`src/rtl/hslp_pkg.sv`:
```
// Package for the HTTP status line parser: phase, tag and verdict codes,
// the step result struct and small character helpers.
// No dependencies.
`default_nettype none

package hslp_pkg;

    typedef logic [2:0] phase_t;
    typedef logic [2:0] pos_t;
    typedef logic [1:0] tag_t;
    typedef logic [1:0] verdict_t;

    localparam phase_t PH_PREFIX   = 3'd0;
    localparam phase_t PH_MAJOR    = 3'd1;
    localparam phase_t PH_MINOR    = 3'd2;
    localparam phase_t PH_CODE     = 3'd3;
    localparam phase_t PH_REASON   = 3'd4;
    localparam phase_t PH_ACCEPTED = 3'd5;
    localparam phase_t PH_REJECTED = 3'd6;

    localparam tag_t TAG_NONE    = 2'd0;
    localparam tag_t TAG_VERSION = 2'd1;
    localparam tag_t TAG_CODE    = 2'd2;
    localparam tag_t TAG_REASON  = 2'd3;

    localparam verdict_t V_PENDING  = 2'd0;
    localparam verdict_t V_ACCEPTED = 2'd1;
    localparam verdict_t V_REJECTED = 2'd2;

    localparam pos_t PREFIX_LEN = 3'd5;

    localparam logic [7:0] CH_DOT   = 8'h2E;
    localparam logic [7:0] CH_SPACE = 8'h20;
    localparam logic [7:0] CH_CR    = 8'h0D;
    localparam logic [7:0] CH_LF    = 8'h0A;

    typedef struct packed {
        phase_t   phase;
        pos_t     pos;
        tag_t     tag;
        verdict_t verdict;
    } step_t;

    function automatic logic [7:0] prefix_char(input pos_t pos);
        logic [7:0] c;
        case (pos)
            3'd0:    c = 8'h48;
            3'd1:    c = 8'h54;
            3'd2:    c = 8'h54;
            3'd3:    c = 8'h50;
            3'd4:    c = 8'h2F;
            default: c = 8'h48;
        endcase
        return c;
    endfunction

    function automatic logic [7:0] to_upper(input logic [7:0] c);
        logic [7:0] u;
        u = c;
        if (c >= 8'h61 && c <= 8'h7A)
        begin
            u = c - 8'd32;
        end
        return u;
    endfunction

    function automatic logic is_digit(input logic [7:0] c);
        return (c >= 8'h30) && (c <= 8'h39);
    endfunction

endpackage

`default_nettype wire

```
`src/rtl/hslp_step.sv`:
```
// Next-state logic of the status line parser for one byte.
// Depends on hslp_pkg.
`default_nettype none

module hslp_step
    import hslp_pkg::*;
(
    input  wire phase_t     phase,
    input  wire pos_t       pos,
    input  wire logic [7:0] in_byte,
    input  wire logic       last_byte,
    output step_t           step
);

    pos_t   cur_pos;
    phase_t next_phase;
    pos_t   next_pos;
    tag_t   tag;

    always_comb
    begin
        cur_pos    = (pos < PREFIX_LEN) ? pos : 3'd0;
        next_phase = phase;
        next_pos   = pos;
        tag        = TAG_NONE;
        case (phase)
            PH_PREFIX:
            begin
                if (to_upper(in_byte) == prefix_char(cur_pos))
                begin
                    if (cur_pos == PREFIX_LEN - 3'd1)
                    begin
                        next_phase = PH_MAJOR;
                        next_pos   = 3'd0;
                    end
                    else
                    begin
                        next_pos = cur_pos + 3'd1;
                    end
                end
                else
                begin
                    next_phase = PH_REJECTED;
                end
            end
            PH_MAJOR:
            begin
                if (is_digit(in_byte))
                begin
                    tag = TAG_VERSION;
                end
                else if (in_byte == CH_DOT)
                begin
                    tag        = TAG_VERSION;
                    next_phase = PH_MINOR;
                end
                else
                begin
                    next_phase = PH_REJECTED;
                end
            end
            PH_MINOR:
            begin
                if (is_digit(in_byte))
                begin
                    tag = TAG_VERSION;
                end
                else if (in_byte == CH_SPACE)
                begin
                    next_phase = PH_CODE;
                end
                else
                begin
                    next_phase = PH_REJECTED;
                end
            end
            PH_CODE:
            begin
                if (is_digit(in_byte))
                begin
                    tag = TAG_CODE;
                end
                else if (in_byte == CH_SPACE)
                begin
                    next_phase = PH_REASON;
                end
                else
                begin
                    next_phase = PH_REJECTED;
                end
            end
            PH_REASON:
            begin
                if (in_byte == CH_CR || in_byte == CH_LF)
                begin
                    next_phase = PH_ACCEPTED;
                end
                else
                begin
                    tag = TAG_REASON;
                end
            end
            PH_ACCEPTED:
            begin
                next_phase = PH_ACCEPTED;
            end
            default:
            begin
                next_phase = PH_REJECTED;
            end
        endcase

        step.tag = tag;
        if (next_phase == PH_REASON || next_phase == PH_ACCEPTED)
        begin
            step.verdict = V_ACCEPTED;
        end
        else if (next_phase == PH_REJECTED || last_byte)
        begin
            step.verdict = V_REJECTED;
        end
        else
        begin
            step.verdict = V_PENDING;
        end

        if (last_byte)
        begin
            step.phase = PH_PREFIX;
            step.pos   = 3'd0;
        end
        else
        begin
            step.phase = next_phase;
            step.pos   = next_pos;
        end
    end

endmodule

`default_nettype wire

```
`src/rtl/http_status_line_parser.sv`:
```
// Top level of the HTTP status line parser: input register, parser state,
// output register. Depends on hslp_pkg and hslp_step.
//
// Usage: the bytes of a status line enter on the s_axis channel, one byte
// per transfer, with s_axis_tlast high on the final byte of the line. Each
// byte leaves on the m_axis channel as one transfer: the byte in
// m_axis_tdata, its field tag and the verdict so far in m_axis_tuser.
// A byte is registered at the input, parsed against the stored phase and
// prefix count, and written to the output register once that register is
// empty or its transfer is taken. One byte per cycle is sustained while
// m_axis_tready stays high; the state update is the loop that sets that
// rate. The input accepts a new byte while a result waits, as long as the
// input register is empty or moves on in the same cycle.
// When the receiver holds m_axis_tready low, the output register keeps its
// transfer, the input register fills, and s_axis_tready then drops.
// Reset empties both registers and returns the parser to prefix matching.
// A transfer with s_axis_tlast high also returns it to prefix matching.
`default_nettype none

module http_status_line_parser
    import hslp_pkg::*;
(
    input  wire logic       clk,
    input  wire logic       rst_n,
    input  wire logic       s_axis_tvalid,
    output logic            s_axis_tready,
    input  wire logic [7:0] s_axis_tdata,  // in_byte [7:0]
    input  wire logic       s_axis_tlast,  // last_byte
    output logic            m_axis_tvalid,
    input  wire logic       m_axis_tready,
    output logic [7:0]      m_axis_tdata,  // out_byte [7:0]
    output logic [3:0]      m_axis_tuser   // field_tag [1:0], verdict [3:2]
);

    logic       in_valid_reg;
    logic [7:0] in_byte_reg;
    logic       in_last_reg;
    phase_t     phase_reg;
    pos_t       pos_reg;
    logic       out_valid_reg;
    logic [7:0] out_byte_reg;
    tag_t       out_tag_reg;
    verdict_t   out_verdict_reg;
    logic       advance;
    step_t      step;

    assign advance       = in_valid_reg && (!out_valid_reg || m_axis_tready);
    assign s_axis_tready = !in_valid_reg || advance;

    hslp_step u_step (
        .phase     (phase_reg),
        .pos       (pos_reg),
        .in_byte   (in_byte_reg),
        .last_byte (in_last_reg),
        .step      (step)
    );

    always_ff @(posedge clk or negedge rst_n)
    begin
        if (!rst_n)
        begin
            in_valid_reg  <= 1'b0;
            out_valid_reg <= 1'b0;
            phase_reg     <= PH_PREFIX;
            pos_reg       <= 3'd0;
        end
        else
        begin
            if (s_axis_tready)
            begin
                in_valid_reg <= s_axis_tvalid;
            end
            if (advance)
            begin
                out_valid_reg <= 1'b1;
                phase_reg     <= step.phase;
                pos_reg       <= step.pos;
            end
            else if (m_axis_tready)
            begin
                out_valid_reg <= 1'b0;
            end
        end
    end

    always_ff @(posedge clk)
    begin
        if (s_axis_tready && s_axis_tvalid)
        begin
            in_byte_reg <= s_axis_tdata;
            in_last_reg <= s_axis_tlast;
        end
        if (advance)
        begin
            out_byte_reg    <= in_byte_reg;
            out_tag_reg     <= step.tag;
            out_verdict_reg <= step.verdict;
        end
    end

    assign m_axis_tvalid = out_valid_reg;
    assign m_axis_tdata  = out_byte_reg;
    assign m_axis_tuser  = {out_verdict_reg, out_tag_reg};

endmodule

`default_nettype wire

```
`config.mk`:
```
export PLATFORM = sky130hd
export DESIGN_NAME = http_status_line_parser
export DESIGN_NICKNAME = d
export VERILOG_FILES = /design/src/rtl/hslp_pkg.sv /design/src/rtl/hslp_step.sv /design/src/rtl/http_status_line_parser.sv
export SDC_FILE = /design/constraint.sdc
export NUM_CORES = 1
export LEC_CHECK = 0
export ABC_AREA = 0
export BUFFER_PORTS_ARGS = -buffer_cell sky130_fd_sc_hd__buf_2
export CELL_PAD_IN_SITES_DETAIL_PLACEMENT = 0
export CELL_PAD_IN_SITES_GLOBAL_PLACEMENT = 1
export CORE_AREA = 2 2 69 71
export DETAILED_ROUTE_END_ITERATION = 8
export DIE_AREA = 0 0 71 73
export HOLD_SLACK_MARGIN = 0.02
export PLACE_DENSITY = 0.75
export SLEW_MARGIN = 5
export SYNTH_ARGS = -nofsm -noshare
export SYNTH_HDL_FRONTEND = slang
export SYNTH_HIERARCHICAL = 1
export SYNTH_SLANG_ARGS = --single-unit
export TNS_END_PERCENT = 10
```
`constraint.sdc`:
```
create_clock -name clk -period 2.4 [get_ports clk]
set_input_delay 0.12 -clock clk [delete_from_list [all_inputs] [get_ports clk]]
set_output_delay 0.12 -clock clk [all_outputs]
set_load 0.02 [all_outputs]
```
==> results of run 1 <==
-- kinds of logic after synthesis --
logic type / share of synthesized area, %
AOI/OAI and AO/OA: 17.0
adders and majority gates: 4.40
buffers and inverters: 3.81
DFF: 48.7
muxes: 6.16
and+or+nand+nor: 19.9
-- worst max path at each step --
stage / start / end / slack [ns] / cells past startpoint
floorplan: pos_reg[2] / pos_reg[2] / -0.15 / 10
global placement: pos_reg[2] / pos_reg[2] / -0.20 / 10
detailed placement: pos_reg[2] / pos_reg[2] / -0.25 / 10
CTS: pos_reg[2] / pos_reg[2] / -0.25 / 10
global route: pos_reg[2] / pos_reg[2] / -0.43 / 10
finish: pos_reg[2] / pos_reg[2] / -0.32 / 10
-- synthesized netlist by cell type, drive strengths merged (2+ instances only) --
library cell / count
buf: 4
a31o: 4
o211ai: 2
dfrtp: 8
o21a: 2
or3b: 2
inv: 10
or3: 2
nand4: 4
nand2: 8
mux2: 7
o21ai: 6
or4: 2
and2: 3
nor3: 4
o22ai: 4
nand2b: 5
a211oi: 4
edfxtp: 21
a21oi: 8
nand3: 3
ha: 6
nor2: 9
and3: 2
-- power by group --
part	switching [mW]	leakage, nW	total [mW]	internal [mW]
combinational	0.229	0.621	0.439	0.210
clock	0.170	0.0387	0.365	0.195
sequential	0.0771	0.304	0.704	0.627
-- per-layer routing --
layer | track usage, % | routed length, um
met5 | 0 | 0
met4 | 4.82 | 71
met3 | 3.45 | 166
met2 | 27.2 | 1930
met1 | 18.1 | 1670
-- cell type report --
cell class / instances / area [sq um]
fill: 421 / 2270
multi-input combinational: 106 / 856
sequential: 29 / 831
timing repair buffer: 59 / 400
clock buffer: 6 / 72.6
tap: 54 / 67.6
inverter: 10 / 37.5
clock inverter: 1 / 3.75
-- critical path: stages, from the launching register on --
cell	delay, ns
sky130_fd_sc_hd__dfrtp_1	0.40
sky130_fd_sc_hd__and2b_1	0.22
sky130_fd_sc_hd__inv_1	0.06
sky130_fd_sc_hd__ha_2	0.19
sky130_fd_sc_hd__nor4bb_4	0.17
sky130_fd_sc_hd__or4_1	0.40
sky130_fd_sc_hd__o211ai_1	0.31
sky130_fd_sc_hd__nand3_2	0.16
sky130_fd_sc_hd__or4_4	0.45
sky130_fd_sc_hd__a21oi_2	0.13
sky130_fd_sc_hd__mux2_4	0.15
-- per-stage QoR --
stage,total power [mW],setup WS (ns),area (sq um),hold WS [ns]
detailed placement,1.14,-0.251,2060,-0.0250
global placement,1.12,-0.198,2060,-0.0276
finish,1.51,-0.320,2270,0.0380
global route,1.60,-0.426,2270,0.0262
floorplan,1.00,-0.151,1730,-0.176
CTS,1.51,-0.253,2240,0.0306
-- repair_timing --
action / CTS / global route
hold endpoints to repair: 16 / 0
endpoints found under the setup margin: 7 / 7
hold buffers: 9 / 0
gates resized for setup: 1 / 5
setup buffers: 1 / 1
pin swaps: 2 / 3
==> implementation parameters, run 1 <==
Parameter                              Value

STA
  Final count of pins violating max slew ... 0
  Clock skew after layout ... 0.00868 ns
  Max Clock Freq ... 0.368 GHz
  Final Hold Fails ... 0
  Worst slew pin tran ... 0.497 ns
  RSZ-0062 raised after global routing ... true
  Final setup margin ... -0.320 ns
  Final period utilization ... 113%
  Headroom to the max-slew limit ... 66.9%
  Total of endpoints with negative setup slack in the final report ... 7
  Sum of negative setup slack ... -1.41 ns
  Min Tclk post-route ... 2.72 ns

Placed design
  Port bufs ... 26
  Number of placed instances, taps included ... 247
  Routability congestion estimate ... 0.861
  Total half-perimeter wirelength after legalization and detailed placement ... 2830 um

Die
  Die X-Extent ... 71 um
  Die footprint ... 5180 sq um
  Effective utilization at floorplan ... 37.6%
  Die span in y ... 73 um
  Core Area ... 4540 sq um
  I/O pins ... 27
  Standard-cell row count ... 25

Synth
  Register bit count reported by yosys ... 29
  Cells after synthesis ... 150
  Most instantiated flip-flop cell in the synthesis netlist ... sky130_fd_sc_hd__edfxtp_1
  Yosys top cell area share ... 37.0%
  Number of warnings reported in the yosys synthesis log ... 6
  Count of flip-flops with a built-in enable after synthesis ... 21
  Share of the yosys chip area belonging to registers ... 48.7%
  Average size of a mapped cell ... 11.4 sq um
  Number of nets in the synthesized netlist ... 169
  Cell type with the highest aggregate area in the netlist ... sky130_fd_sc_hd__edfxtp_1
  Netlist Area Pre-Place ... 1710 sq um
  Count of different cell masters after synthesis ... 54
  Synth top area cells ... sky130_fd_sc_hd__edfxtp_1, sky130_fd_sc_hd__dfrtp_1, sky130_fd_sc_hd__mux2_4
  Fraction of registers with async set/reset ... 27.6%

Min path
  Hold Crit Depth ... 1
  Hold path startpoint ... s_axis_tdata[5]
  Min-Delay Endpoint ... in_byte_reg[5]
  Tightest Hold Check Type ... in -> reg

Final layout
  Leading cell types in the layout, fill and taps excluded ... sky130_fd_sc_hd__buf_2, sky130_fd_sc_hd__buf_4, sky130_fd_sc_hd__edfxtp_1
  Net count, final ... 230
  Area overhead of the layout relative to synthesis ... 33.0%
  Most frequent standard cell in the layout excluding fill and tap cells ... sky130_fd_sc_hd__buf_2
  Fraction of the core area covered by cells at the end of the flow ... 50.0%
  Number of cells in the finished layout apart from fillers ... 265
  Number of inserted diodes ... 0
  Share of final-layout standard cells stronger than drive strength 1 ... 39.3%

Routing
  Drt initial violations ... 67
  Vias ... 1416
  First-pass iteration count of the detailed router ... 4
  Wire per inst ... 14.5 um
  Residual antenna-violating net count after detailed routing ... 0
  Detailed-route DRC error count ... 0
  Final Routed Wirelength ... 3840 um
  Number of vias per cell after detailed routing ... 5.34

Critical path
  Arrival time reported for the critical path endpoint ... 2.93 ns
  Endpoint of the most critical register-to-register path ... pos_reg[2]
  Max Fanout on Critical Path ... 4
  Worst Setup Path Type ... reg -> reg
  Data required time of the critical path ... 2.61 ns
  Startpoint of the worst-slack reg-to-reg timing path ... pos_reg[2]
  Element type at the critical path end ... register
  Nature of the critical path startpoint ... register
  Setup slack of the most critical reg-to-reg path ... -0.32 ns
  Cell count of the worst reg-to-reg path ... 10

Run status
  Violations in the final reports ... negative setup slack
  Result of the run ... finished, violations left

Global route
  All-Layer GR Usage ... 15.2%
  Number of antenna violations at the first check in global routing ... 0
  First-pass GRT wire length ... 6270 um
  Vias in the first global route ... 1434
  Pin count of the biggest net entering global routing ... 13
  Sum of overflow across all layers after global routing ... 0

Clocking
  Clock H-tree levels ... 2
  Clock input transition at the sequential cells of the worst setup and hold paths ... 0.06 ns
  Clk_lat worst skew ... 0.28 ns
  CTS Root Buffer Type ... sky130_fd_sc_hd__clkbuf_8
  CTS tree ... done
  Clk sinks ... 29
  CTS Buffer Depth ... 2
  TritonCTS Buffers ... 5

Pwr
  IR Drop Worst-Case VDD ... 0.353 mV
  Leakage power total ... 0.963 nW
  PD cells ... 665 nW/um^2

Job
  Max-cap check violation count ... 0
Power figures use the tool's default switching activity.
==> run 2, diff against run 1 <==
Settings changed: PLACE_DENSITY 0.75 to unset, PLACE_DENSITY_LB_ADDON set to 0.1.
==> run 2 against run 1 <==
Net effect:
- the run still ends with negative setup slack left
- first-iteration DRC count increased by 4.5%
- critical path depth unchanged
- count of clock-buffer cells in the layout unchanged
- non-clock buffer count increased by 3
- clock skew decreased by 0.0054 ns
- flip-flop and latch count unchanged
- largest power group unchanged
- maximum frequency increased by 3.1%
==> implementation parameters, run 2 (synthesis results as in run 1) <==
Parameter                              Value

Run status
  Result of the run ... finished, violations left
  Violations in the final reports ... negative setup slack

STA
  Max Clock Freq ... 0.379 GHz (+3.1%)
  Clock skew after layout ... 0.00329 ns (-0.00539 ns)
  Min Tclk post-route ... 2.64 ns (-0.0811 ns)
  Headroom to the max-slew limit ... 61.4% (-5.4 points)
  RSZ-0062 raised after global routing ... true
  Final period utilization ... 110% (-3.4 points)
  Final setup margin ... -0.239 ns (+0.0811 ns)
  Sum of negative setup slack ... -1.04 ns (+0.372 ns)
  Final Hold Fails ... 0 (unchanged)
  Total of endpoints with negative setup slack in the final report ... 7 (unchanged)
  Worst slew pin tran ... 0.578 ns (+0.0816 ns)
  Final count of pins violating max slew ... 0 (unchanged)

Die
  Die footprint ... 5180 sq um (unchanged)
  Die span in y ... 73 um (unchanged)
  Effective utilization at floorplan ... 37.6% (unchanged)
  Core Area ... 4540 sq um (unchanged)
  Die X-Extent ... 71 um (unchanged)
  Standard-cell row count ... 25 (unchanged)
  I/O pins ... 27 (unchanged)

Routing
  Number of vias per cell after detailed routing ... 5.23 (-2.1%)
  Vias ... 1402 (-0.99%)
  Wire per inst ... 14.5 um (+0.12%)
  Drt initial violations ... 70 (+4.5%)
  Detailed-route DRC error count ... 0 (unchanged)
  Final Routed Wirelength ... 3890 um (+1.2%)
  Residual antenna-violating net count after detailed routing ... 0 (unchanged)
  First-pass iteration count of the detailed router ... 4 (unchanged)

Min path
  Tightest Hold Check Type ... in -> reg

Critical path
  Arrival time reported for the critical path endpoint ... 2.85 ns (-0.08 ns)
  Nature of the critical path startpoint ... register
  Setup slack of the most critical reg-to-reg path ... -0.24 ns (+0.08 ns)
  Cell count of the worst reg-to-reg path ... 10 (unchanged)
  Data required time of the critical path ... 2.62 ns (about the same)
  Termination of the worst setup path ... pos_reg[2]
  Max Fanout on Critical Path ... 4 (unchanged)
  Startpoint of the worst-slack reg-to-reg timing path ... pos_reg[2]
  Endpoint of the most critical register-to-register path ... pos_reg[2]
  Worst Setup Path Type ... reg -> reg
  Element type at the critical path end ... register
  Launch point of the critical path ... pos_reg[2]

Final layout
  Combined area of the multi-input logic cells ... 906 sq um (+5.8%)
  Count of filler cells inserted in the layout ... 409 (-2.9%)
  Fraction of the core area covered by cells at the end of the flow ... 51.7% (+1.7 points)
  Share of final-layout standard cells stronger than drive strength 1 ... 41.1% (+1.8 points)
  Storage cell area ... 831 sq um (unchanged)
  Net count, final ... 233 (+1.3%)
  Number of cells in the finished layout apart from fillers ... 268 (+1.1%)
  Leading cell types in the layout, fill and taps excluded ... sky130_fd_sc_hd__buf_2, sky130_fd_sc_hd__buf_4, sky130_fd_sc_hd__edfxtp_1
  Area overhead of the layout relative to synthesis ... 37.4%
  Finished Cell Area ... 2340 sq um (+3.3%)
  Number of inserted diodes ... 0 (unchanged)

Clocking
  Clk_lat worst skew ... 0.27 ns (about the same)
  CTS Root Buffer Type ... sky130_fd_sc_hd__clkbuf_8
  Clock input transition at the sequential cells of the worst setup and hold paths ... 0.06 ns (about the same)
  TritonCTS Buffers ... 5 (unchanged)
  CTS tree ... done
  Clk sinks ... 29 (unchanged)
  CTS Buffer Depth ... 2 (unchanged)
  Clock H-tree levels ... 2 (unchanged)

Placed design
  Total half-perimeter wirelength after legalization and detailed placement ... 2820 um (-0.60%)
  Number of placed instances, taps included ... 247 (unchanged)
  Port bufs ... 26 (unchanged)
  Placed Area ... 2060 sq um (unchanged)
  Routability congestion estimate ... 0.860 (-0.14%)

Global route
  Sum of overflow across all layers after global routing ... 0 (unchanged)
  Pin count of the biggest net entering global routing ... 13 (unchanged)
  First-pass GRT wire length ... 6300 um (+0.43%)
  All-Layer GR Usage ... 15.9% (+0.73 points)
  Number of antenna violations at the first check in global routing ... 0 (unchanged)
  Vias in the first global route ... 1362 (-5.0%)

Pwr
  Internal Dissipation ... 1.03 mW (+0.13%)
  Leakage power total ... 0.978 nW (+1.5%)
  PD cells ... 645 nW/um^2 (-3.0%)
  Logic gate share of total power ... 29.3% (+0.2 points)
  Clock network fraction of design power ... 24.0% (-0.2 points)
  IR Drop Worst-Case VDD ... 0.246 mV (-30%)
  Total Power ... 1.51 mW (+0.24%)
  Sw Ratio ... 31.6% (+0.068 points)
  Total net switching power ... 478 uW (+0.45%)
  Flop pwr share ... 46.8% (about the same)

Job
  Max-cap check violation count ... 0 (unchanged)
[run 2: worst min path at each step]
stage | startpoint | endpoint | slack (ns) | cells past startpoint
finish | s_axis_tvalid | in_valid_reg | 0.05 | 2
global route | s_axis_tvalid | in_valid_reg | 0.05 | 2
CTS | s_axis_tvalid | in_valid_reg | 0.04 | 2
detailed placement | rst_n | phase_reg[1] | -0.03 | 1
global placement | rst_n | phase_reg[2] | -0.03 | 1
floorplan | rst_n | in_valid_reg | -0.18 | 0
[run 2: worst max-delay path, cell delays in order (launching register included)]
cell	delay (ns)
sky130_fd_sc_hd__dfrtp_1	0.38
sky130_fd_sc_hd__and2b_2	0.25
sky130_fd_sc_hd__inv_2	0.08
sky130_fd_sc_hd__ha_4	0.14
sky130_fd_sc_hd__or4bb_4	0.54
sky130_fd_sc_hd__nor2_4	0.14
sky130_fd_sc_hd__a31o_4	0.18
sky130_fd_sc_hd__o22ai_4	0.08
sky130_fd_sc_hd__or4_1	0.49
sky130_fd_sc_hd__a21oi_1	0.14
sky130_fd_sc_hd__mux2_4	0.16
[run 2: per-stage QoR]
stage / setup WS (ns) / hold slack (ns)
after global placement: -0.224 / -0.0264
after CTS: -0.224 / 0.0429
after global routing: -0.352 / 0.0477
after floorplan: -0.151 / -0.176
final: -0.239 / 0.0500
after detailed placement: -0.284 / -0.0264
[run 2: power by group through the flow]
stage / clock network, mW / logic [mW] / registers, mW
floorplan: 0 / 0.285 / 0.717
global placement: 0 / 0.418 / 0.713
detailed placement: 0 / 0.421 / 0.718
CTS: 0.376 / 0.438 / 0.708
global route: 0.395 / 0.497 / 0.718
finish: 0.362 / 0.443 / 0.707
[run 2: per-layer routing]
layer  vias to the layer above  track usage [%]  part of all wire [%]
met2                        25             27.8                    51
li1                        699                -                     -
met4                         0             6.92                   1.8
met3                         8             3.87                   2.9
met5                         -                0                     0
met1                       670             18.6                    44
[run 2: layout make-up]
cell class                      count  share of cell area [%]
Multi-Input combinational cell    106                    38.7
Sequential cell                    29                    35.5
Timing Repair Buffer               62                    18.2
Clock buffer                        6                    3.10
Tap cell                           54                    2.88
Inverter                           10                    1.60
Clock inverter                      1                   0.160
[run 2: what timing repair did]
item,4_1_cts,5_1_grt
endpoints found under the setup margin,7,7
endpoints found under the hold margin,17,0
setup buffers,3,1
gates resized for setup,6,10
gates cloned,0,0
hold buffers,10,0
pin swaps,2,2
